### config.mk
export PLATFORM = sky130hd
export DESIGN_NAME = first_fit_block_allocator
export DESIGN_NICKNAME = d
export VERILOG_FILES = /design/src/hdl/ffba_pkg.sv /design/src/hdl/first_fit_block_allocator.sv /design/src/hdl/ffba_ram.sv /design/src/hdl/ffba_ctrl.sv /design/src/hdl/ffba_dp.sv
export VERILOG_INCLUDE_DIRS = /design/src /design/src/hdl
export SDC_FILE = /design/constraint.sdc
export NUM_CORES = 2
export LEC_CHECK = 0
export BUFFER_PORTS_ARGS = -buffer_cell sky130_fd_sc_hd__buf_2
export CAP_MARGIN = 10
export CORE_MARGIN = 1
export CORE_UTILIZATION = 50
export DETAILED_ROUTE_END_ITERATION = 10
export GPL_ROUTABILITY_DRIVEN = 0
export PLACE_DENSITY = 0.62
export SLEW_MARGIN = 10
export SYNTH_ARGS = -nofsm -noshare
export SYNTH_HDL_FRONTEND = slang
export SYNTH_HIERARCHICAL = 1
export SYNTH_SLANG_ARGS = --single-unit
### constraint.sdc
create_clock -name clk -period 16.9 [get_ports clk]
set_input_delay 4.225 -clock clk [delete_from_list [all_inputs] [get_ports clk]]
set_output_delay 4.225 -clock clk [all_outputs]
set_load 0.01 [all_outputs]
### src/hdl/first_fit_block_allocator_assert.svh
// Assertion macros for the first-fit block allocator.
// Needs clk and rst_n in the scope where a macro is used.
`ifndef FIRST_FIT_BLOCK_ALLOCATOR_ASSERT_SVH
`define FIRST_FIT_BLOCK_ALLOCATOR_ASSERT_SVH
`ifndef NO_ASSERTIONS
// checked only out of reset
`define FFBA_ASSERT(lbl, prop, msg) \
    lbl: assert property (@(posedge clk) disable iff (!rst_n) prop) else $error(msg);
// checked also during reset
`define FFBA_ASSERT_ALWAYS(lbl, prop, msg) \
    lbl: assert property (@(posedge clk) prop) else $error(msg);
`else
`define FFBA_ASSERT(lbl, prop, msg)
`define FFBA_ASSERT_ALWAYS(lbl, prop, msg)
`endif
`endif

### src/hdl/ffba_pkg.sv
// Shared types and constants of the first-fit block allocator.
// No dependencies.
`timescale 1ns / 1ps
`default_nettype none
package ffba_pkg;
    localparam int MAX_CELLS = 128;
    localparam int ID_WIDTH  = 16;
    localparam int ADDR_W    = $clog2(MAX_CELLS);
    localparam int CNT_W     = $clog2(MAX_CELLS + 1);
    localparam int FIELD_W   = 16;
    localparam int CFG_W     = 8;

    localparam logic [ID_WIDTH-1:0] ID_ALL_ONES = '1;
    localparam logic [ID_WIDTH-1:0] ID_FIRST    = ID_WIDTH'(1);

    localparam logic [1:0] ACT_ALLOC  = 2'd0;
    localparam logic [1:0] ACT_ERASE  = 2'd1;
    localparam logic [1:0] ACT_DEFRAG = 2'd2;

    localparam logic [1:0] ST_ALLOCATED = 2'd0;
    localparam logic [1:0] ST_NULL      = 2'd1;
    localparam logic [1:0] ST_ILLEGAL   = 2'd2;

    typedef struct packed {
        logic       start;
        logic       scan;
        logic       fill;
        logic       clear;
        logic       load_out;
        logic [1:0] res_code;
    } ffba_cmd_t;

    typedef struct packed {
        logic [1:0] act;
        logic       alloc_bad;
        logic       hit;
        logic       scan_done;
        logic       found;
        logic       fill_last;
        logic       clear_done;
        logic       out_full;
    } ffba_stat_t;
endpackage
`default_nettype wire

### src/hdl/first_fit_block_allocator.sv
// First-fit block allocator, top level: joins controller and datapath.
// Depends on ffba_pkg, ffba_ctrl, ffba_dp.
`timescale 1ns / 1ps
`default_nettype none
// One request at a time. Alloc and erase scan the active cells through the
// cell RAM read port, one cell a cycle; a successful alloc then fills its
// block. Defragment takes one scan plus one cycle per cleared tail cell.
// Alloc with a zero or oversized length, or with the id counter saturated,
// answers without a scan. Cells are cleared at reset by per-cell valid bits,
// no clearing pass.
module first_fit_block_allocator
    import ffba_pkg::*;
(
    input  wire logic               clk,
    input  wire logic               rst_n,
    input  wire logic               in_valid,
    output logic                    in_ready,
    input  wire logic [1:0]         action,
    input  wire logic [FIELD_W-1:0] argument,
    output logic                    out_valid,
    input  wire logic               out_ready,
    output logic [1:0]              status,
    output logic [FIELD_W-1:0]      block_id,
    input  wire logic               cfg_valid,
    output logic                    cfg_ready,
    input  wire logic [CFG_W-1:0]   memory_size
);
    ffba_cmd_t  cmd;
    ffba_stat_t st;

    assign cfg_ready = 1'b1;

    ffba_ctrl u_ctrl (
        .clk      (clk),
        .rst_n    (rst_n),
        .in_valid (in_valid),
        .in_ready (in_ready),
        .st       (st),
        .cmd      (cmd)
    );

    ffba_dp u_dp (
        .clk       (clk),
        .rst_n     (rst_n),
        .cmd       (cmd),
        .st        (st),
        .action    (action),
        .argument  (argument),
        .cfg_we    (cfg_valid && cfg_ready),
        .cfg_data  (memory_size),
        .out_valid (out_valid),
        .out_ready (out_ready),
        .status    (status),
        .block_id  (block_id)
    );
endmodule
`default_nettype wire

### src/hdl/ffba_ram.sv
// Generic simple dual-port RAM, one write and one registered read port.
// No dependencies.
`timescale 1ns / 1ps
`default_nettype none
module ffba_ram #(
    parameter int WIDTH = 16,
    parameter int DEPTH = 128
) (
    input  wire logic                     clk,
    input  wire logic                     we,
    input  wire logic [$clog2(DEPTH)-1:0] waddr,
    input  wire logic [WIDTH-1:0]         wdata,
    input  wire logic                     re,
    input  wire logic [$clog2(DEPTH)-1:0] raddr,
    output logic      [WIDTH-1:0]         rdata
);
    logic [WIDTH-1:0] mem [DEPTH];

    always_ff @(posedge clk)
    begin
        if (we)
        begin
            mem[waddr] <= wdata;
        end
        if (re)
        begin
            rdata <= mem[raddr];
        end
    end
endmodule
`default_nettype wire

### src/hdl/ffba_ctrl.sv
// Controller of the first-fit block allocator: sequences scan, fill, clear, result.
// Depends on ffba_pkg.
`timescale 1ns / 1ps
`default_nettype none
module ffba_ctrl
    import ffba_pkg::*;
(
    input  wire logic       clk,
    input  wire logic       rst_n,
    input  wire logic       in_valid,
    output logic            in_ready,
    input  wire ffba_stat_t st,
    output ffba_cmd_t       cmd
);
    localparam logic [2:0] S_IDLE   = 3'd0;
    localparam logic [2:0] S_SCAN   = 3'd1;
    localparam logic [2:0] S_FILL   = 3'd2;
    localparam logic [2:0] S_CLEAR  = 3'd3;
    localparam logic [2:0] S_RESULT = 3'd4;

    logic [2:0] state_reg, state_next;
    logic [1:0] code_reg, code_next;

    always_ff @(posedge clk or negedge rst_n)
    begin
        if (!rst_n)
        begin
            state_reg <= S_IDLE;
            code_reg  <= ST_NULL;
        end
        else
        begin
            state_reg <= state_next;
            code_reg  <= code_next;
        end
    end

    always_comb
    begin
        state_next   = state_reg;
        code_next    = code_reg;
        in_ready     = 1'b0;
        cmd          = '0;
        cmd.res_code = code_reg;
        unique case (state_reg)
            S_IDLE:
            begin
                in_ready = 1'b1;
                if (in_valid)
                begin
                    cmd.start  = 1'b1;
                    state_next = S_SCAN;
                end
            end
            S_SCAN:
            begin
                priority if (st.act == ACT_ALLOC && st.alloc_bad)
                begin
                    code_next  = ST_NULL;
                    state_next = S_RESULT;
                end
                else if (st.hit)
                begin
                    state_next = S_FILL;
                end
                else if (st.scan_done)
                begin
                    priority if (st.act == ACT_ALLOC)
                    begin
                        code_next  = ST_NULL;
                        state_next = S_RESULT;
                    end
                    else if (st.act == ACT_ERASE)
                    begin
                        code_next  = ST_ILLEGAL;
                        state_next = st.found ? S_IDLE : S_RESULT;
                    end
                    else if (st.act == ACT_DEFRAG)
                    begin
                        state_next = S_CLEAR;
                    end
                    else
                    begin
                        state_next = S_IDLE;
                    end
                end
                else if (st.act == ACT_ALLOC || st.act == ACT_ERASE
                         || st.act == ACT_DEFRAG)
                begin
                    cmd.scan = 1'b1;
                end
                else
                begin
                    state_next = S_IDLE;  // unused action code
                end
            end
            S_FILL:
            begin
                cmd.fill = 1'b1;
                if (st.fill_last)
                begin
                    code_next  = ST_ALLOCATED;
                    state_next = S_RESULT;
                end
            end
            S_CLEAR:
            begin
                if (st.clear_done)
                begin
                    state_next = S_IDLE;
                end
                else
                begin
                    cmd.clear = 1'b1;
                end
            end
            S_RESULT:
            begin
                if (!st.out_full)
                begin
                    cmd.load_out = 1'b1;
                    state_next   = S_IDLE;
                end
            end
            default:
            begin
                state_next = S_IDLE;
            end
        endcase
    end
endmodule
`default_nettype wire

### src/hdl/ffba_dp.sv
// Datapath of the first-fit block allocator: cell RAM, valid bits, scan and
// write pointers, id counter, size register and result register.
// Depends on ffba_pkg, ffba_ram and first_fit_block_allocator_assert.svh.
`timescale 1ns / 1ps
`default_nettype none
`include "first_fit_block_allocator_assert.svh"
module ffba_dp
    import ffba_pkg::*;
(
    input  wire logic               clk,
    input  wire logic               rst_n,
    input  wire ffba_cmd_t          cmd,
    output ffba_stat_t              st,
    input  wire logic [1:0]         action,
    input  wire logic [FIELD_W-1:0] argument,
    input  wire logic               cfg_we,
    input  wire logic [CFG_W-1:0]   cfg_data,
    output logic                    out_valid,
    input  wire logic               out_ready,
    output logic [1:0]              status,
    output logic [FIELD_W-1:0]      block_id
);
    logic [CFG_W-1:0]    size_cfg_reg;
    logic [ID_WIDTH-1:0] id_reg, id_next;
    logic [1:0]          act_reg;
    logic [FIELD_W-1:0]  arg_reg;
    logic [MAX_CELLS-1:0] vld_reg, vld_next;
    logic [CNT_W-1:0]    rd_cnt_reg, rd_cnt_next;
    logic                pv_reg, pv_next;
    logic [ADDR_W-1:0]   pidx_reg, pidx_next;
    logic                rvld_reg, rvld_next;
    logic [CNT_W-1:0]    run_reg, run_next;
    logic                hit_reg, hit_next;
    logic                found_reg, found_next;
    logic [CNT_W-1:0]    w_reg, w_next;
    logic [ADDR_W-1:0]   fptr_reg, fptr_next, fend_reg, fend_next;
    logic                ov_reg, ov_next;
    logic [1:0]          st_out_reg;
    logic [FIELD_W-1:0]  id_out_reg;

    logic [CNT_W-1:0]    size;
    logic                rd_en;
    logic [ADDR_W-1:0]   raddr;
    logic [ID_WIDTH-1:0] rdata, cur_owner;
    logic                we;
    logic [ADDR_W-1:0]   waddr;
    logic [ID_WIDTH-1:0] wdata;
    logic [CNT_W-1:0]    run_inc;

    assign size = (int'(size_cfg_reg) > MAX_CELLS) ? CNT_W'(MAX_CELLS)
                                                    : CNT_W'(size_cfg_reg);
    assign cur_owner = rvld_reg ? rdata : '0;
    assign run_inc   = run_reg + CNT_W'(1);
    assign raddr     = rd_cnt_reg[ADDR_W-1:0];

    ffba_ram #(.WIDTH(ID_WIDTH), .DEPTH(MAX_CELLS)) u_ram (
        .clk   (clk),
        .we    (we),
        .waddr (waddr),
        .wdata (wdata),
        .re    (rd_en),
        .raddr (raddr),
        .rdata (rdata)
    );

    always_comb
    begin
        rd_cnt_next = rd_cnt_reg;
        pv_next     = 1'b0;
        pidx_next   = pidx_reg;
        rvld_next   = rvld_reg;
        run_next    = run_reg;
        hit_next    = hit_reg;
        found_next  = found_reg;
        w_next      = w_reg;
        fptr_next   = fptr_reg;
        fend_next   = fend_reg;
        vld_next    = vld_reg;
        id_next     = id_reg;
        ov_next     = ov_reg && !out_ready;
        rd_en       = 1'b0;
        we          = 1'b0;
        waddr       = fptr_reg;
        wdata       = id_reg;
        if (cmd.start)
        begin
            rd_cnt_next = '0;
            run_next    = '0;
            hit_next    = 1'b0;
            found_next  = 1'b0;
            w_next      = '0;
        end
        if (cmd.scan)
        begin
            if (rd_cnt_reg < size)
            begin
                rd_en       = 1'b1;
                rd_cnt_next = rd_cnt_reg + CNT_W'(1);
                pv_next     = 1'b1;
                pidx_next   = raddr;
                rvld_next   = vld_reg[raddr];
            end
            if (pv_reg)
            begin
                priority if (act_reg == ACT_ALLOC)
                begin
                    if (cur_owner != '0)
                    begin
                        run_next = '0;
                    end
                    else
                    begin
                        run_next = run_inc;
                        if (32'(run_inc) == 32'(arg_reg))
                        begin
                            hit_next  = 1'b1;
                            pv_next   = 1'b0;
                            fend_next = pidx_reg;
                            fptr_next = ADDR_W'(CNT_W'(pidx_reg) + CNT_W'(1) - run_inc);
                        end
                    end
                end
                else if (act_reg == ACT_ERASE)
                begin
                    if (arg_reg != '0 && 32'(cur_owner) == 32'(arg_reg))
                    begin
                        vld_next[pidx_reg] = 1'b0;
                        found_next         = 1'b1;
                    end
                end
                else
                begin
                    // compaction: write index always trails the read index
                    if (cur_owner != '0)
                    begin
                        we     = 1'b1;
                        waddr  = w_reg[ADDR_W-1:0];
                        wdata  = cur_owner;
                        vld_next[w_reg[ADDR_W-1:0]] = 1'b1;
                        w_next = w_reg + CNT_W'(1);
                    end
                end
            end
        end
        if (cmd.fill)
        begin
            we        = 1'b1;
            waddr     = fptr_reg;
            wdata     = id_reg;
            vld_next[fptr_reg] = 1'b1;
            fptr_next = fptr_reg + ADDR_W'(1);
        end
        if (cmd.clear)
        begin
            vld_next[w_reg[ADDR_W-1:0]] = 1'b0;
            w_next = w_reg + CNT_W'(1);
        end
        if (cmd.load_out)
        begin
            ov_next = 1'b1;
            if (cmd.res_code == ST_ALLOCATED)
            begin
                id_next = id_reg + ID_WIDTH'(1);
            end
        end
    end

    always_ff @(posedge clk or negedge rst_n)
    begin
        if (!rst_n)
        begin
            size_cfg_reg <= CFG_W'(100);
            id_reg       <= ID_FIRST;
            vld_reg      <= '0;
            rd_cnt_reg   <= '0;
            pv_reg       <= 1'b0;
            hit_reg      <= 1'b0;
            found_reg    <= 1'b0;
            ov_reg       <= 1'b0;
        end
        else
        begin
            if (cfg_we)
            begin
                size_cfg_reg <= cfg_data;
            end
            id_reg     <= id_next;
            vld_reg    <= vld_next;
            rd_cnt_reg <= rd_cnt_next;
            pv_reg     <= pv_next;
            hit_reg    <= hit_next;
            found_reg  <= found_next;
            ov_reg     <= ov_next;
        end
    end

    always_ff @(posedge clk)
    begin
        pidx_reg <= pidx_next;
        rvld_reg <= rvld_next;
        run_reg  <= run_next;
        w_reg    <= w_next;
        fptr_reg <= fptr_next;
        fend_reg <= fend_next;
        if (cmd.start)
        begin
            act_reg <= action;
            arg_reg <= argument;
        end
        if (cmd.load_out)
        begin
            st_out_reg <= cmd.res_code;
            id_out_reg <= (cmd.res_code == ST_ALLOCATED) ? FIELD_W'(id_reg) : '0;
        end
    end

    assign out_valid = ov_reg;
    assign status    = st_out_reg;
    assign block_id  = id_out_reg;

    assign st.act        = act_reg;
    assign st.alloc_bad  = (arg_reg == '0) || (32'(arg_reg) > 32'(size))
                           || (id_reg >= ID_ALL_ONES);
    assign st.hit        = hit_reg;
    assign st.scan_done  = !pv_reg && (rd_cnt_reg >= size);
    assign st.found      = found_reg;
    assign st.fill_last  = (fptr_reg == fend_reg);
    assign st.clear_done = (w_reg >= size);
    assign st.out_full   = ov_reg && !out_ready;

    `FFBA_ASSERT(a_no_rw_clash, (we && rd_en) |-> (waddr != raddr), "write hits read address")
    `FFBA_ASSERT(a_hit_alloc, hit_reg |-> (act_reg == ACT_ALLOC), "hit outside alloc")
    `FFBA_ASSERT(a_fill_range, cmd.fill |-> (fptr_reg <= fend_reg), "fill past block end")
endmodule
`default_nettype wire
## After elaboration in Yosys (flattened, before gate mapping)

Memory sizes are Yosys's and may differ from the RTL's. A register that Yosys moved wholly into a read port is not among the register bits.
Cells that the tools add are included.

- Bits in registers: 243
- Bits in writable memories: 2048
- Input port bits: 31
- Output and inout bits: 21
- Logic and storage cells: 208
- Memories: 1

Memories:

| name | depth | bits a word | read ports | clocked after memory_dff | write ports | line | text |
|---|---|---|---|---|---|---|---|
| u_dp.u_ram.mem | 128 | 16 | 1 | 1 | 1 | ffba_ram.sv:17 | `logic [WIDTH-1:0] mem [DEPTH];` |

- Add/subtract/negate cells: 7
- $lt $le $gt $ge: 13
- Equality and inequality tests: 18
- Mux-type cells: 112
- Bitwise operators: 7
- Reductions and logical operators: 30

Operator list:

| kind | number |
|---|---|
| $mux 128 | 8 |
| $and 128x128->128 | 2 |
| $not 128->128 | 2 |
| $or 128x128->128 | 2 |
| $mux 8 | 16 |
| $mux 16 | 7 |
| $mux 7 | 12 |
| $mux 1 | 45 |
| $mux 3 | 11 |
| $lt 7x8->1 const B | 4 |
| $reduce_bool 16->1 | 2 |
| $add 8x1->8 const B | 3 |
| $demux 1 s7 | 3 |
| $ge 7x1->1 const B | 3 |
| $reduce_and 5->1 | 4 |
| $add 16x1->16 const B | 1 |
| $eq 16x16->1 | 1 |
| $eq 8x16->1 | 1 |
| $ge 16x16->1 const B | 1 |
| $ge 8x8->1 | 2 |
| $gt 16x8->1 | 1 |
| $logic_not 16->1 | 1 |
| $pmux 3 s5 | 1 |
| $add 7x1->7 const B | 2 |
| 25 further kinds | 52 |

## Depth between registers and ports, before layout

- Depth in word-level cells: 15
- Mapped depth: 25
- Gate-level depth less buffers: 20

## Modules after synthesis

The synthesis kept the hierarchy.

Modules (own cells, without submodules):

| module | instances | cells an instance | area each (µm²) | seq. area each (µm²) |
|---|---|---|---|---|
| ffba_ram | 1 | 3086 | 78683.0 | 61979.4 |
| ffba_dp | 1 | 1747 | 15474.8 | 6170.9 |
| ffba_ctrl | 1 | 51 | 459.2 | 126.4 |
| first_fit_block_allocator | 1 | 2 | 11.3 | 0.0 |

## Least setup slack after synthesis

Ideal clock, no wire load.

- Kind: register -> register
- From: register u_dp.size_cfg_reg[7]
- To: memory u_dp.u_ram.mem[0][0], data pin
- Setup time: 1197 ps
- Arrival time: 8358 ps
- Data required time: 15703 ps
- Path slack: 7345 ps
- Stages on the path, launching flop included: 19
- Path buffers: 2
- Period minus slack after synthesis: 9555 ps
- Cell sequence: dfrtp_1 clkinv_1 nand2_1 ha_1 nor2b_1 o21a_1 o21a_1 o21ai_0 a31oi_1 or4b_2 inv_1 o311ai_0 inv_1 and3_1 and3_1 clkbuf_1 nand2b_1 clkbuf_1 o21ai_0

RTL lines:

| what | line | text |
|---|---|---|
| start, declared | ffba_dp.sv:23 | `logic [CFG_W-1:0] size_cfg_reg;` |
| start signal, assigned | ffba_dp.sv:185 | `size_cfg_reg <= cfg_data;` |
| end, declared | ffba_ram.sv:17 |  |

==> impl_metrics.csv <==
group,metric,value,unit
outcome,run_status,"finished with violations",
outcome,violated_checks,"DRC, capacitance limit",
final_layout,layout.cells.most_common,"sky130_fd_sc_hd__edfxtp_1",
critical_path,kind_of_launch_point_of_the_worst_setup_path,"flip-flop",
power,power.share.clock,0.344,
timing,slew_headroom,0.0376,
clock_tree,clock_tree.htree_level_count,4,
final_layout,final.fill_count,14100,
clock_tree,cts.clk_slew.worst_paths,0.07,ns
timing,tightestPinTransition,1.44,ns
critical_path,critical-path-top-delay-family,"simple AND/OR/NAND/NOR gates",
clock_tree,cts_tree,"built",
critical_path,worst_setup_path_endpoint,"u_dp/u_ram/mem[21][11]",
synth,synth.yosys.seq_area_share,0.722,
power,vdd_ir_drop_max,0.000123,V
drt,drt-total-wl,259000,microns
synth,synth.ff_latch_count,2307,
clock_tree,holdBufCountCts,0,
timing,finalHoldViolations,0,
drt,drt_first_pass_iters,10,
place,io_buffers,50,
critical_path,cp.depth,22,
final_layout,syn_to_final_growth,12.0,%
synth,yosysUniqueCellTypes,79,
drt,antenna_violating_nets_post_route,0,
synth,yosysWarningCount,6,
critical_path,largest_fanout_on_the_critical_path,21,
synth,post_synth_instance_area,0.0946,sq mm
global_routing,grt_pass1_wl,371000,microns
min_path,min_path_type,"reg2reg",
final_layout,utilization,0.564,
clock_tree,ctsRootBufferMaster,"sky130_fd_sc_hd__clkbuf_16",
critical_path,critical_path.reg2reg.endpoint,"u_dp/u_ram/mem[21][11]",
synth,ys_dominant_reg_cell,"sky130_fd_sc_hd__edfxtp_1",
global_routing,grt_antenna_before_repair,11,
global_routing,globalRouteTotalUtil,0.273,
power,internal_power,10.4,mW
critical_path,critPathMostFrequentCell,"sky130_fd_sc_hd__nand2_1",
critical_path,crit_path_start,"u_dp/size_cfg_reg[7]",
clock_tree,post-cts-setup-buffer-count,0,
drt,drt_first_iter_violations,7678,
die,start_util,0.504,
power,power.combinational.fraction,0.195,
synth,synthesized_netlist_cell_count,4886,
final_layout,largest_register_ff_count,2048,
power,p_sw_frac,0.283,
die,placement_rows,159,
clock_tree,postCtsResizedCells,0,
power,switchingPower,4.09,mW
synth,synth_enable_flop_cells,2122,
critical_path,crit_arrival,8.21,ns
final_layout,final_nets,5165,
timing,final.setup.tns,0,ns
die,fp.coreArea,0.188,sq mm
drt,drcViolationCount,32,
global_routing,number_of_global_route_vias_before_repair,49000,
timing,fmax,131,MHz
final_layout,layout_common_cells,"2122 x sky130_fd_sc_hd__edfxtp_1, 688 x sky130_fd_sc_hd__mux4_2, 303 x sky130_fd_sc_hd__nor2_1",
timing,unrepaired_setup_endpoints_after_global_routing,"no",
final_layout,layout-drive-gt1-share,0.260,
timing,final_min_period_over_clock_period,0.453,
synth,synthArstFlopShare,0.0733,
die,dieWidth,437,microns
drt,wire_per_inst,33.3,microns
die,die_h,437,microns
critical_path,worstPathRequired,17.46,ns
clock_tree,cts_buf_count,227,
timing,final.min_clock_period,7.66,ns
global_routing,grt_start_max_net_pins,155,
clock_tree,cts-root-to-sink-buffers,3,
critical_path,rr_startpoint,"u_dp/size_cfg_reg[7]",
power,total_leakage_power,37.2,nW
timing,setup_violations,0,
critical_path,reg2reg_setup_slack,9.24,ns
critical_path,crit_path_cell_trace,"clkinv_1 > nand2_1 > ha_1 > nor2b_1 > o21a_1 > o21a_1 > o21ai_0 > a31oi_1 > or4b_2 > inv_1 > o311ai_0 > inv_1 > and3_1 > nand3_1 > nor2_1 > buf_4 > nand2_1 > nand2_1 > nor2b_1 > nand3_2 > nor2_1 > buf_4",
synth,syn_nets,4958,
clock_tree,clock_latency,0.89,ns
die,die_area,0.191,sq mm
timing,fin_worst_skew,0.0649,ns
clock_tree,tritoncts_num_sinks,2307,
global_routing,grt_overflow,0,
timing,slew_violations,0,
run,cap_viol_max_count,1,
critical_path,critPathSlowestCell,"sky130_fd_sc_hd__nor2_1",
synth,synth_area_per_cell,19.4,sq um
die,top_level_i_o_count,52,
power,power.density_cell_area,137,mW/mm^2
critical_path,worstSetupEndpointType,"flip-flop",
drt,via_per_inst,6.59,
drt,num_vias,51300,
critical_path,reg2regPathDepth,22,
critical_path,slowest_delay,0.78,ns
power,seq_power_share,0.461,
place,post-dp-hpwl,158000,microns
critical_path,type_of_the_worst_setup_path,"reg2reg",
critical_path,buffer_and_inverter_count_on_the_worst_path,5,
==> metrics by stage <==
stage	setup WS, ns	instance area (sq um)	hold WS [ns]	cells	power [mW]
after global routing	8.85	106000	0.478	7784	14.9
after global placement	9.55	98700	0.464	7359	9.60
final	9.24	106000	0.475	7787	14.5
after CTS	9.33	106000	0.473	7783	14.5
after floorplan	7.35	94600	0.424	4886	8.62
after detailed placement	9.36	98700	0.476	7359	9.60
==> worst min-delay path by stage <==
stage	slack [ns]	from	to	depth (start not counted)
global placement	0.46	u_ctrl/code_reg[1]	u_dp/status[1]	0
detailed placement	0.48	u_ctrl/code_reg[1]	u_dp/status[1]	0
CTS	0.47	u_ctrl/code_reg[1]	u_dp/status[1]	0
floorplan	0.42	u_dp/pidx_reg[6]	u_dp/fend_reg[6]	0
finish	0.47	u_ctrl/code_reg[1]	u_dp/status[1]	0
global route	0.48	u_ctrl/code_reg[1]	u_dp/status[1]	0
==> power groups by stage <==
stage	registers, mW	logic, mW	clock network, mW
final	6.67	2.82	4.98
after global routing	6.68	2.96	5.26
after CTS	6.66	2.83	5.05
after detailed placement	6.78	2.83	0
after global placement	6.78	2.82	0
after floorplan	6.61	2.01	0
==> metal layers <==
metal,global-route usage,up-vias,part of all wire
li1,-,20600,-
met1,0.415,27200,0.42
met2,0.401,2956,0.45
met3,0.0529,455,0.10
met4,0.0830,8,0.033
met5,0,-,0.00021
==> area by class of cell <==
type / instances / area, sq um / share of cell area
multi-input cells: 2212 / 25100 / 0.237
flip-flops and latches: 2307 / 68300 / 0.644
clock inverters: 131 / 1180 / 0.0112
well taps: 2495 / 3120 / 0.0295
diodes: 4 / 10.0 / 0.0000944
clock buffers: 293 / 6110 / 0.0577
inverters: 82 / 308 / 0.00290
repair buffers: 263 / 1870 / 0.0176
==> synthesized netlist by cell type, types with 7 or more instances <==
library cell                   n  area, sq um
sky130_fd_sc_hd__a211oi_1     27          203
sky130_fd_sc_hd__a21o_1       10         75.1
sky130_fd_sc_hd__a21oi_1      90          450
sky130_fd_sc_hd__a22oi_1      20          150
sky130_fd_sc_hd__a2bb2oi_1    18          158
sky130_fd_sc_hd__a31oi_1      77          482
sky130_fd_sc_hd__and2_1       30          188
sky130_fd_sc_hd__and3_1       13         81.3
sky130_fd_sc_hd__buf_1        37          139
sky130_fd_sc_hd__buf_2        61          305
sky130_fd_sc_hd__clkbuf_1    177          664
sky130_fd_sc_hd__dfrtp_1     164         4100
sky130_fd_sc_hd__dfxtp_1      16          320
sky130_fd_sc_hd__edfxtp_1   2122        63700
sky130_fd_sc_hd__ha_1         40          500
sky130_fd_sc_hd__inv_1        80          300
sky130_fd_sc_hd__mux2_2       26          293
sky130_fd_sc_hd__mux2i_1      30          300
sky130_fd_sc_hd__mux4_2      688        15500
sky130_fd_sc_hd__nand2_1     195          732
sky130_fd_sc_hd__nand2b_1     21          131
sky130_fd_sc_hd__nand3_1      86          430
sky130_fd_sc_hd__nand4_1      37          231
sky130_fd_sc_hd__nor2_1      304         1140
sky130_fd_sc_hd__nor2b_1      38          238
sky130_fd_sc_hd__nor3_1       37          185
sky130_fd_sc_hd__nor4_1       25          156
sky130_fd_sc_hd__o21a_1        7         52.6
sky130_fd_sc_hd__o21ai_0      86          430
sky130_fd_sc_hd__o22a_1       29          254
sky130_fd_sc_hd__o22ai_1      20          125
sky130_fd_sc_hd__o2bb2ai_1    59          517
sky130_fd_sc_hd__o32a_1       10          100
sky130_fd_sc_hd__o32ai_1      44          385
sky130_fd_sc_hd__or3_1         7         43.8
sky130_fd_sc_hd__xnor2_1      37          324
sky130_fd_sc_hd__xor2_1       19          166
==> cells by family (layout without fill, tap and decap cells) <==
family	count (synthesis)	after routing	share of synthesized area
other cells	1	5	0.0000396
mux	746	746	0.170
xor+xnor	58	58	0.00566
compound gates	536	536	0.0395
buf+inv	367	769	0.0160
fa+ha+maj	41	41	0.00550
flops	2307	2307	0.722
simple gates	830	830	0.0416
Note: power is estimated with default switching activity, not from simulation.
